<file path="config.mk">
export PLATFORM = sky130hd
export DESIGN_NAME = weekly_event_schedule_table
export DESIGN_NICKNAME = d
export VERILOG_FILES = /design/src/hw/rtl/wes_pkg.sv /design/src/hw/rtl/weekly_event_schedule_table.sv
export VERILOG_INCLUDE_DIRS = /design/src /design/src/hw/rtl
export SDC_FILE = /design/constraint.sdc
export NUM_CORES = 2
export LEC_CHECK = 0
export BUFFER_PORTS_ARGS = -buffer_cell sky130_fd_sc_hd__clkbuf_2
export CAP_MARGIN = 20
export CORE_UTILIZATION = 30
export CTS_CLUSTER_SIZE = 20
export DETAILED_ROUTE_END_ITERATION = 7
export PLACE_DENSITY = 0.47
export SLEW_MARGIN = 20
export SYNTH_ARGS = -nofsm -noshare
export SYNTH_HDL_FRONTEND = slang
export SYNTH_SLANG_ARGS = --single-unit
</file>
<file path="constraint.sdc">
create_clock -name clk -period 35.4 [get_ports clk]
set_clock_uncertainty 0.05 [all_clocks]
set_input_delay 5.31 -clock clk [delete_from_list [all_inputs] [get_ports clk]]
set_output_delay 5.31 -clock clk [all_outputs]
set_load 0.05 [all_outputs]
</file>
<file path="src/hw/rtl/assert_macros.svh">
// Assertion macros for the RTL.
`ifndef ASSERT_MACROS_SVH
`define ASSERT_MACROS_SVH

// Checks a property on every rising clock edge outside reset.
`define ASSERT_ALWAYS(label, prop, msg) \
	label: assert property (@(posedge clk) disable iff (!arst_n) (prop)) else $error(msg);

// Checks that a condition implies a consequence in the same cycle.
`define ASSERT_IMPLIES(label, ante, cons, msg) \
	label: assert property (@(posedge clk) disable iff (!arst_n) (ante) |-> (cons)) \
		else $error(msg);

`endif

</file>
<file path="src/hw/rtl/wes_pkg.sv">
package wes_pkg;

	localparam int TABLE_DEPTH = 16;
	localparam int IDX_W = $clog2(TABLE_DEPTH);
	localparam int CNT_W = $clog2(TABLE_DEPTH + 1);

	localparam logic [10:0] MINUTE_MAX = 11'd1439;
	localparam logic [12:0] MINUTES_PER_DAY = 13'd1440;
	localparam logic [2:0] DAYS_PER_WEEK = 3'd7;

	// Multiple of seven days that makes any local time non-negative.
	localparam logic [33:0] TIME_BIAS = 34'd2147644800;

	// Seconds per day is 128 * 675. For n below 2**26, n / 675 is (n * DAY_RECIP) >> 36;
	// for s below 2**17, s / 60 is (s * MIN_RECIP) >> 23.
	localparam logic [26:0] DAY_DIV = 27'd675;
	localparam logic [26:0] DAY_RECIP = 27'd101806633;
	localparam logic [26:0] MIN_RECIP = 27'd139811;

	typedef enum logic [1:0] {
		FN_INSERT = 2'd0,
		FN_REMOVE = 2'd1,
		FN_QUERY = 2'd2,
		FN_QUERY_NEXT = 2'd3
	} func_t;

	typedef enum logic [1:0] {
		ST_OK = 2'd0,
		ST_FULL = 2'd1,
		ST_NOT_FOUND = 2'd2,
		ST_EMPTY = 2'd3
	} status_t;

	localparam logic REG_TIMEZONE = 1'b0;
	localparam logic REG_EPOCH_DAY = 1'b1;

	typedef struct packed {
		logic [2:0] day;
		logic [10:0] minute;
		logic [2:0] active_day;
		logic [10:0] active_minute;
		logic [7:0] tag;
	} entry_t;

endpackage

</file>
<file path="src/hw/rtl/weekly_event_schedule_table.sv">
// Channel    Handshake          Payload
// command    start / busy       func, week_day, minute_offset, random_minutes, tag, timestamp
// result     done (one cycle)   status, hit_*, entry_count
// config     cfg_we             cfg_index, cfg_wdata
//
// Insert and remove are paced by the single table port that walks and shifts one entry a
// cycle. A query uses the shared multiplier for day, weekday and minute in turn, then scans
// the table for the hit and reads it. A full insert, or a query or remove on an empty table,
// answers straight from the idle state. Reset empties the table at once. Results cannot be
// stalled; a new transfer is taken in the cycle done is high.
`include "assert_macros.svh"

module weekly_event_schedule_table (
	input logic clk,
	input logic arst_n,
	input logic start,
	output logic busy,
	output logic done,
	input logic cfg_we,
	input logic [0:0] cfg_index,
	input logic [16:0] cfg_wdata,
	input logic [1:0] func,
	input logic [2:0] week_day,
	input logic [10:0] minute_offset,
	input logic signed [10:0] random_minutes,
	input logic [7:0] tag,
	input logic signed [31:0] timestamp,
	output logic [1:0] status,
	output logic hit_valid,
	output logic [wes_pkg::IDX_W-1:0] hit_index,
	output logic [2:0] hit_week_day,
	output logic [10:0] hit_minute,
	output logic [2:0] hit_active_day,
	output logic [10:0] hit_active_minute,
	output logic [7:0] hit_tag,
	output logic [wes_pkg::CNT_W-1:0] entry_count
);

	localparam int IW = wes_pkg::IDX_W;
	localparam int CW = wes_pkg::CNT_W;

	typedef enum logic [8:0] {
		S_IDLE = 9'b000000001,
		S_INS = 9'b000000010,
		S_REM_FIND = 9'b000000100,
		S_REM_SHIFT = 9'b000001000,
		S_DIV_DAY = 9'b000010000,
		S_DIV_WEEK = 9'b000100000,
		S_DIV_MIN = 9'b001000000,
		S_SCAN = 9'b010000000,
		S_HIT = 9'b100000000
	} state_t;

	state_t state_q;
	wes_pkg::entry_t mem_q [wes_pkg::TABLE_DEPTH];
	wes_pkg::entry_t new_q;
	wes_pkg::entry_t new_d;
	wes_pkg::entry_t rd_data;
	logic [IW-1:0] rd_addr;
	logic [IW-1:0] idx_q;
	logic [CW-1:0] count_q;
	logic [1:0] func_q;
	logic signed [16:0] tz_q;
	logic [2:0] epoch_q;
	logic [25:0] num_q;
	logic [6:0] low_q;
	logic [16:0] days_q;
	logic [16:0] sec_q;
	logic [2:0] wd_q;
	logic [10:0] qmin_q;
	logic done_q;
	logic [1:0] status_q;
	logic hit_valid_q;
	logic [IW-1:0] hit_index_q;
	wes_pkg::entry_t hit_q;
	logic [CW-1:0] entry_count_q;

	logic mem_we;
	logic [IW-1:0] mem_waddr;
	wes_pkg::entry_t mem_wdata;

	logic [26:0] mul_a;
	logic [26:0] mul_b;
	logic [53:0] prod;
	logic [25:0] day_rem;

	logic [2:0] day_n;
	logic [10:0] min_n;
	logic signed [12:0] sum_min;
	logic signed [33:0] local_b;
	logic [5:0] oct_sum;
	logic [3:0] oct_fold;
	logic [4:0] week_sum;
	logic [2:0] week_mod;
	logic key_gt;
	logic key_le;
	logic key_match;
	logic [IW-1:0] last_idx;
	logic [IW-1:0] scan_hit;
	logic [IW-1:0] next_hit;

	assign busy = (state_q != S_IDLE);
	assign done = done_q;
	assign status = status_q;
	assign hit_valid = hit_valid_q;
	assign hit_index = hit_index_q;
	assign hit_week_day = hit_q.day;
	assign hit_minute = hit_q.minute;
	assign hit_active_day = hit_q.active_day;
	assign hit_active_minute = hit_q.active_minute;
	assign hit_tag = hit_q.tag;
	assign entry_count = entry_count_q;

	// The new entry with normalized nominal fields and the active time after the offset.
	always_comb begin
		day_n = (week_day == 3'd0) ? wes_pkg::DAYS_PER_WEEK : week_day;
		min_n = (minute_offset > wes_pkg::MINUTE_MAX) ? wes_pkg::MINUTE_MAX : minute_offset;
		sum_min = $signed({2'b00, min_n}) + 13'(random_minutes);
		new_d.day = day_n;
		new_d.minute = min_n;
		new_d.tag = tag;
		if (sum_min < 0) begin
			new_d.active_minute = 11'(sum_min + $signed(wes_pkg::MINUTES_PER_DAY));
			new_d.active_day = (day_n == 3'd1) ? wes_pkg::DAYS_PER_WEEK : day_n - 3'd1;
		end else if (sum_min >= $signed(wes_pkg::MINUTES_PER_DAY)) begin
			new_d.active_minute = 11'(sum_min - $signed(wes_pkg::MINUTES_PER_DAY));
			new_d.active_day = (day_n == wes_pkg::DAYS_PER_WEEK) ? 3'd1 : day_n + 3'd1;
		end else begin
			new_d.active_minute = 11'(sum_min);
			new_d.active_day = day_n;
		end
		local_b = 34'(timestamp) + 34'(tz_q) + $signed(wes_pkg::TIME_BIAS);
	end

	always_comb begin
		case (state_q)
			S_INS: rd_addr = idx_q - 1'b1;
			S_REM_SHIFT: rd_addr = idx_q + 1'b1;
			default: rd_addr = idx_q;
		endcase
		rd_data = mem_q[rd_addr];
	end

	// Shared multiplier: day quotient, day remainder, then minute of day.
	always_comb begin
		case (state_q)
			S_DIV_DAY: begin
				mul_a = {1'b0, num_q};
				mul_b = wes_pkg::DAY_RECIP;
			end
			S_DIV_WEEK: begin
				mul_a = {10'd0, days_q};
				mul_b = wes_pkg::DAY_DIV;
			end
			default: begin
				mul_a = {10'd0, sec_q};
				mul_b = wes_pkg::MIN_RECIP;
			end
		endcase
		prod = {27'd0, mul_a} * {27'd0, mul_b};
		day_rem = num_q - prod[25:0];
	end

	// Eight is one modulo seven, so the octal digits of the day count sum to its weekday.
	always_comb begin
		oct_sum = 6'(days_q[2:0]) + 6'(days_q[5:3]) + 6'(days_q[8:6]) + 6'(days_q[11:9])
			+ 6'(days_q[14:12]) + 6'(days_q[16:15]);
		oct_fold = {1'b0, oct_sum[5:3]} + {1'b0, oct_sum[2:0]};
		week_sum = {1'b0, oct_fold} + {2'b00, epoch_q};
		if (week_sum >= 5'd14) begin
			week_mod = 3'(week_sum - 5'd14);
		end else if (week_sum >= 5'd7) begin
			week_mod = 3'(week_sum - 5'd7);
		end else begin
			week_mod = week_sum[2:0];
		end
	end

	always_comb begin
		key_gt = (rd_data.active_day > new_q.active_day)
			|| (rd_data.active_day == new_q.active_day
			&& rd_data.active_minute > new_q.active_minute);
		key_le = (rd_data.active_day < wd_q)
			|| (rd_data.active_day == wd_q && rd_data.active_minute <= qmin_q);
		key_match = (rd_data.day == new_q.day) && (rd_data.minute == new_q.minute)
			&& (rd_data.tag == new_q.tag);
		last_idx = IW'(count_q - 1'b1);
		scan_hit = key_le ? idx_q : last_idx;
		next_hit = (CW'(scan_hit) + 1'b1 == count_q) ? '0 : scan_hit + 1'b1;
	end

	always_comb begin
		mem_we = 1'b0;
		mem_waddr = idx_q;
		mem_wdata = rd_data;
		case (state_q)
			S_INS: begin
				mem_we = 1'b1;
				if (idx_q == '0 || !key_gt) begin
					mem_wdata = new_q;
				end
			end
			S_REM_SHIFT: begin
				mem_we = (CW'(idx_q) + 1'b1 < count_q);
			end
			default: begin
				mem_we = 1'b0;
			end
		endcase
	end

	always_ff @(posedge clk) begin
		if (mem_we) begin
			mem_q[mem_waddr] <= mem_wdata;
		end
	end

	always_ff @(posedge clk or negedge arst_n) begin
		if (!arst_n) begin
			tz_q <= '0;
			epoch_q <= 3'd4;
		end else if (cfg_we) begin
			case (cfg_index)
				wes_pkg::REG_TIMEZONE: tz_q <= $signed(cfg_wdata);
				wes_pkg::REG_EPOCH_DAY: epoch_q <= cfg_wdata[2:0];
				default: tz_q <= tz_q;
			endcase
		end
	end

	always_ff @(posedge clk) begin
		case (state_q)
			S_IDLE: begin
				new_q <= new_d;
				func_q <= func;
				num_q <= local_b[32:7];
				low_q <= local_b[6:0];
			end
			S_DIV_DAY: begin
				days_q <= prod[52:36];
			end
			S_DIV_WEEK: begin
				sec_q <= {day_rem[9:0], low_q};
				wd_q <= (week_mod == 3'd0) ? wes_pkg::DAYS_PER_WEEK : week_mod;
			end
			S_DIV_MIN: begin
				qmin_q <= prod[33:23];
			end
			default: begin
				days_q <= days_q;
			end
		endcase
	end

	always_ff @(posedge clk or negedge arst_n) begin
		if (!arst_n) begin
			state_q <= S_IDLE;
			idx_q <= '0;
			count_q <= '0;
			done_q <= 1'b0;
			status_q <= wes_pkg::ST_OK;
			hit_valid_q <= 1'b0;
			hit_index_q <= '0;
			hit_q <= '0;
			entry_count_q <= '0;
		end else begin
			done_q <= 1'b0;
			case (state_q)
				S_IDLE: begin
					if (start) begin
						hit_valid_q <= 1'b0;
						hit_index_q <= '0;
						hit_q <= '0;
						entry_count_q <= count_q;
						case (func)
							wes_pkg::FN_INSERT: begin
								if (count_q == CW'(wes_pkg::TABLE_DEPTH)) begin
									done_q <= 1'b1;
									status_q <= wes_pkg::ST_FULL;
								end else begin
									idx_q <= IW'(count_q);
									state_q <= S_INS;
								end
							end
							wes_pkg::FN_REMOVE: begin
								idx_q <= '0;
								if (count_q == '0) begin
									done_q <= 1'b1;
									status_q <= wes_pkg::ST_NOT_FOUND;
								end else begin
									state_q <= S_REM_FIND;
								end
							end
							default: begin
								idx_q <= '0;
								if (count_q == '0) begin
									done_q <= 1'b1;
									status_q <= wes_pkg::ST_EMPTY;
								end else begin
									state_q <= S_DIV_DAY;
								end
							end
						endcase
					end
				end
				S_INS: begin
					if (idx_q != '0 && key_gt) begin
						idx_q <= idx_q - 1'b1;
					end else begin
						count_q <= count_q + 1'b1;
						entry_count_q <= count_q + 1'b1;
						status_q <= wes_pkg::ST_OK;
						done_q <= 1'b1;
						state_q <= S_IDLE;
					end
				end
				S_REM_FIND: begin
					if (key_match) begin
						state_q <= S_REM_SHIFT;
					end else if (idx_q == last_idx) begin
						status_q <= wes_pkg::ST_NOT_FOUND;
						done_q <= 1'b1;
						state_q <= S_IDLE;
					end else begin
						idx_q <= idx_q + 1'b1;
					end
				end
				S_REM_SHIFT: begin
					if (CW'(idx_q) + 1'b1 < count_q) begin
						idx_q <= idx_q + 1'b1;
					end else begin
						count_q <= count_q - 1'b1;
						entry_count_q <= count_q - 1'b1;
						status_q <= wes_pkg::ST_OK;
						done_q <= 1'b1;
						state_q <= S_IDLE;
					end
				end
				S_DIV_DAY: begin
					state_q <= S_DIV_WEEK;
				end
				S_DIV_WEEK: begin
					state_q <= S_DIV_MIN;
				end
				S_DIV_MIN: begin
					idx_q <= last_idx;
					state_q <= S_SCAN;
				end
				S_SCAN: begin
					if (key_le || idx_q == '0) begin
						idx_q <= (func_q == wes_pkg::FN_QUERY_NEXT) ? next_hit : scan_hit;
						state_q <= S_HIT;
					end else begin
						idx_q <= idx_q - 1'b1;
					end
				end
				S_HIT: begin
					hit_valid_q <= 1'b1;
					hit_index_q <= idx_q;
					hit_q <= rd_data;
					status_q <= wes_pkg::ST_OK;
					done_q <= 1'b1;
					state_q <= S_IDLE;
				end
				default: begin
					state_q <= S_IDLE;
				end
			endcase
		end
	end

	`ASSERT_ALWAYS(a_count_range, count_q <= CW'(wes_pkg::TABLE_DEPTH), "entry count overflow")
	`ASSERT_IMPLIES(a_done_idle, done_q, state_q == S_IDLE, "result transfer while busy")
	`ASSERT_IMPLIES(a_hit_in_table, hit_valid_q, CW'(hit_index_q) < entry_count_q && status_q == wes_pkg::ST_OK, "hit outside table")
	`ASSERT_IMPLIES(a_count_on_done, count_q != $past(count_q), done_q && entry_count_q == count_q, "count changed without result")

endmodule

</file>
* Word-level counts from Yosys, hierarchy flattened
Memories as Yosys holds them, arrays and structs flattened.
Cells that the tools add are included.
** Operators by class
- Add/sub/neg operators :: 24
- Multipliers :: 1
- Div/mod/pow operators :: 0
- $lt $le $gt $ge :: 10
- Equality and inequality tests :: 38
- Shifts and indexed selects :: 0
- Muxes and demuxes :: 69
- Bitwise logic cells :: 1
- Reductions and logical operators :: 29
** Operator list (number)
- $mux W36 :: 3
- $mux W9 :: 9
- $pmux W36 S2 :: 1
- $pmux W9 S8 :: 1
- $pmux W27 S2 :: 1
- $mul A26 B27 Y53 :: 1
- $pmux W26 S2 :: 1
- $mux W4 :: 12
- $add A32 B17 Y33 :: 1
- $add A33 B33 Y33 const B :: 1
- $mux W14 :: 2
- $pmux W4 S6 :: 1
- $ne A2 B2 Y1 const B :: 9
- $pmux W9 S2 :: 1
- $mux W2 :: 8
- $pmux W4 S2 :: 2
- $mux W3 :: 5
- $mux W5 :: 3
- $ne A3 B3 Y1 const B :: 5
- $pmux W5 S3 :: 1
- $add A12 B11 Y13 :: 1
- $ge A13 B12 Y1 const B :: 1
- $lt A13 B1 Y1 const B :: 1
- $add A11 B11 Y11 const B :: 1
- 70 further kinds :: 100
** Storage, ports and cells
- Flip-flop bits (word level) :: 206
- Bits in latches :: 0
- RAM bits :: 576
- Bits in read-only memories :: 0
- Bits of input ports :: 89
- Output and inout bits :: 50
- Logic and storage cells :: 200
- Memories kept :: 1
** Memory list
- mem_q :: depth 16, width 36, read ports 1, clocked after memory_dff 0, write ports 1, line weekly_event_schedule_table.sv:55 : wes_pkg::entry_t mem_q [wes_pkg::TABLE_DEPTH];

* Logic depth before layout (Yosys ltp)
An unclocked memory read counts as a cell.
- Depth after elaboration :: 13
- Depth in mapped cells :: 38
- Mapped depth without buffers :: 34

* Worst setup path before layout
OpenSTA, ideal clock, no wires.
- Path type :: register to output
- Start :: register state_q[1]
- End :: output busy
- Arrival time :: 11.488 ns
- Required time :: 30.040 ns
- Slack :: 18.552 ns
- Cell stages (with the launch flop) :: 6
- Cell sequence :: dfrtp_1 > clkbuf_1 > nor4_1 > nand2_1 > nor4b_1 > inv_1
** Between the ends
- Word-level cells in the longest chain between the ends :: 1
** RTL lines
- start, declared :: line weekly_event_schedule_table.sv:54 : state_t state_q;
- start signal, assigned :: line weekly_event_schedule_table.sv:257 : state_q <= S_IDLE;
- start signal, assigned :: line weekly_event_schedule_table.sv:282 : state_q <= S_INS;
- start signal, assigned :: line weekly_event_schedule_table.sv:291 : state_q <= S_REM_FIND;
- $ne A9 B1 Y1 :: line weekly_event_schedule_table.sv:102 : assign busy = (state_q != S_IDLE);
- end, declared :: line weekly_event_schedule_table.sv:17 : output logic busy,
No other way between the ends.

* Worst setup path in the final report
- Start :: register state_q[8]
- End :: register days_q[16] (data pin)
** Between the ends
- Word-level cells in the longest chain between the ends :: 3
** RTL lines
- $eq A9 B6 Y1 or $eq A9 B5 Y1 (tied branches) :: line weekly_event_schedule_table.sv:146 : case (state_q)
- $pmux W26 S2 or $pmux W27 S2 (tied branches) :: line weekly_event_schedule_table.sv:146
- $mul A26 B27 Y53 * :: line weekly_event_schedule_table.sv:160 : prod = {27'd0, mul_a} * {27'd0, mul_b};
- via prod[52] :: line weekly_event_schedule_table.sv:84 : logic [53:0] prod;
- end signal, assigned :: line weekly_event_schedule_table.sv:240 : days_q <= prod[52:36];
- end signal, assigned :: line weekly_event_schedule_table.sv:250 : days_q <= days_q;
- end, declared :: line weekly_event_schedule_table.sv:67 : logic [16:0] days_q;
Mark *: on every way through the listed nets, which the timed path passes. The rest lies on a longest branch.
A chain may end at the register's enable or synchronous reset.

==> results.yml <==
grt:
  grt_overflow: 0
  grt_pass1_wl_um: 224000
  grt_use_total: 0.175
  grt_max_degree: 118
  antenna_found_initial: 3
  grt_pass1_vias: 33571
yosys:
  synth_top_area_frac: 0.409
  avgSynthCellArea_um2: 12.4
  synth_top_flop_cell: "edfxtp_1"
  ys_seq_elements: 782
  synth-edff-count: 695
  yosys-top-cells-count: "695 x edfxtp_1, 662 x inv_1, 515 x ha_1, 306 x nand2_1, 274 x fa_1"
  synth.top_cells.by_area: "edfxtp_1 41%, ha_1 13%, fa_1 11%"
  synth_async_sr_flop_share: 0.111
  synth.largest_area_cell: "edfxtp_1"
  netlist_area_um2: 51100
  yosysSeqAreaShare: 0.451
  yosys_warnings: 0
  synthCells: 4116
  ys_types: 84
  synthMostInstantiatedCell: "edfxtp_1"
sta:
  slew_violations: 0
  fin_tns_setup_ns: 0
  worstMarginPinSlew_ns: 1.08
  whs_ns: 0.386
  min_period_ns: 10.17
  hold_viol: 0
  slew_headroom: 0.273
  timing.fmax_mhz: 98.3
  min_period_over_period: 0.287
  setup_viol: 0
  setup_ws_ns: 25.23
  rsz0062_at_grt: "false"
finish:
  multi_input_area_um2: 25200
  seq_area_um2: 23100
  drive_gt1_frac: 0.126
  nFillCells: 16778
  layout.cells.non_filler: 6595
  nets: 5177
  syn_to_final_growth_pct: 13.3
  diodes: 0
clock_network:
  cts_tree: "built"
  cts.path.max_buffers: 3
  ctsResizeCount: 0
  cts_made_buffers: 91
  cts_hold_buf: 0
  cts.htree.levels: 3
  root_buffer: "clkbuf_16"
  clock-sinks: 782
  clkTransAtPathRegs_ns: 0.07
  cts_setup_buffers: 0
  worstSkewPairLatency_ns: 0.73
detailed_routing:
  drt_iter0_drc: 2041
  num_vias: 32338
  routed_wl_um: 150000
  ant_nets: 0
  drc: 0
  avgViaCountPerCell: 4.90
  avgRoutedWirePerCell_um: 22.7
  first_pass_iters: 8
run_status:
  status: "finished, final reports clean"
worst_setup_path:
  crit_required_ns: 35.80
  startpoint_type: "flop"
  max_stage_delay_ns: 0.56
  endpoint_kind: "flop"
  criticalPathCategory: "flop to flop"
  crit_top_cell: "fa_1"
  cp_slowest_cell: "or4_1"
  cp.arrival_ns: 10.57
  cp_max_fo: 45
placed_design:
  hpwl_um: 105000
  place.gp.congestion: 0.857
  place_ws_ns: 25.33
  dp_cells: 6424
  io_buffers: 138
die:
  die_area_um2: 172000
  rows: 151
  core_area_um2: 169000
  floorplan.initialDensity: 0.302
  die_height_um: 415
  fp.dieW_um: 415
  io-pin-count: 139
run:
  maxCapViolations: 0
hold_path:
  min_path_type: "flop to flop"
[worst paths after layout]
path                                              from                        end  slack, ns  cells past startpoint
worst min register to register      low_q[0]$_DFFE_PN_         sec_q[0]$_DFFE_PN_       0.39                      0
max in group asynchronous                       arst_n     hit_tag[7]$_DFFE_PN0P_      29.39                      2
worst max register to register  state_q[8]$_DFFE_PN0P_       days_q[16]$_DFFE_PN_      25.23                     33
worst min-delay path                low_q[0]$_DFFE_PN_         sec_q[0]$_DFFE_PN_       0.39                      0
min in group asynchronous                       arst_n  hit_minute[8]$_DFFE_PN0P_       4.65                      1
worst max-delay path            state_q[8]$_DFFE_PN0P_       days_q[16]$_DFFE_PN_      25.23                     33
[critical path, delay by kind of cell, from the launching register on]
family,cells,cell delay [ns]
fa+ha+maj,8,3.58
compound gates,9,2.22
simple gates,9,2.52
buf+inv,6,0.96
xor+xnor,1,0.12
flops,1,0.45
[through the flow]
step	instance area, um2	utilization
2_1_floorplan	51200	-
6_report	57900	0.342
3_3_place_gp	54800	0.324
3_5_place_dp	54800	0.324
5_1_grt	57900	0.342
4_1_cts	57900	0.342
[layout by cell type (no fill, tap or decap), drive strengths merged, types with 22 or more instances in the layout]
cell type / instances
a21o: 57
a21oi: 129
a22o: 42
a31oi: 26
and2: 29
and3: 29
buf: 73
clkbuf: 260
clkinv: 34
conb: 27
dfrtp: 85
edfxtp: 695
fa: 274
ha: 515
inv: 666
mux2: 42
mux2i: 118
mux4: 106
nand2: 306
nand2b: 71
nand3: 48
nor2: 98
nor2b: 22
nor3: 46
nor4: 39
o211ai: 25
o21ai: 93
xnor2: 99
xor2: 55
[kinds of logic (layout without fill, tap and decap cells)]
family,count (synthesis),in the layout,synth area share
buffers and inverters,807,1043,0.0614
adder cells (fa/ha/maj),789,789,0.234
flip-flops,782,782,0.451
AND/OR/NAND/NOR,768,768,0.0738
AO/OA/AOI/OAI,548,548,0.0741
multiplexers,266,266,0.0794
XOR/XNOR,154,154,0.0264
other,2,27,0.000147
[state kept, by name, summed over array words and instances, names as in the netlist, 2 cells and up]
name               cells
qmin_q                11
count_q                5
tz_q                  17
entry_count            5
hit_active_day         3
sec_q                 17
new_q                 36
func_q                 2
num_q                 26
epoch_q                3
mem_q                576
status                 2
hit_week_day           3
days_q                17
hit_index              4
wd_q                   3
idx_q                  4
hit_tag                8
low_q                  7
hit_active_minute     11
state_q                9
hit_minute            11
[area by class of cell]
cell class,instances,share of cell area
clock inverters,48,0.0107
flip-flops and latches,782,0.398
multi-input cells,2552,0.436
clock buffers,123,0.0425
repair buffers,210,0.0215
inverters,662,0.0429
well taps,2218,0.0480
[routing by layer]
| metal | wire (um) | vias to the layer above | global-route usage | share of wire |
|---|---|---|---|---|
| li1 | - | 14941 | - | - |
| met1 | 67700 | 16528 | 0.237 | 0.45 |
| met2 | 72000 | 698 | 0.294 | 0.48 |
| met3 | 6100 | 169 | 0.0198 | 0.041 |
| met4 | 4180 | 2 | 0.0539 | 0.028 |
| met5 | 16 | - | 0 | 0.00011 |
Power is left out: the tool's default activity adds up to more than one toggle a clock period on the data nets, which glitch-free logic cannot reach.
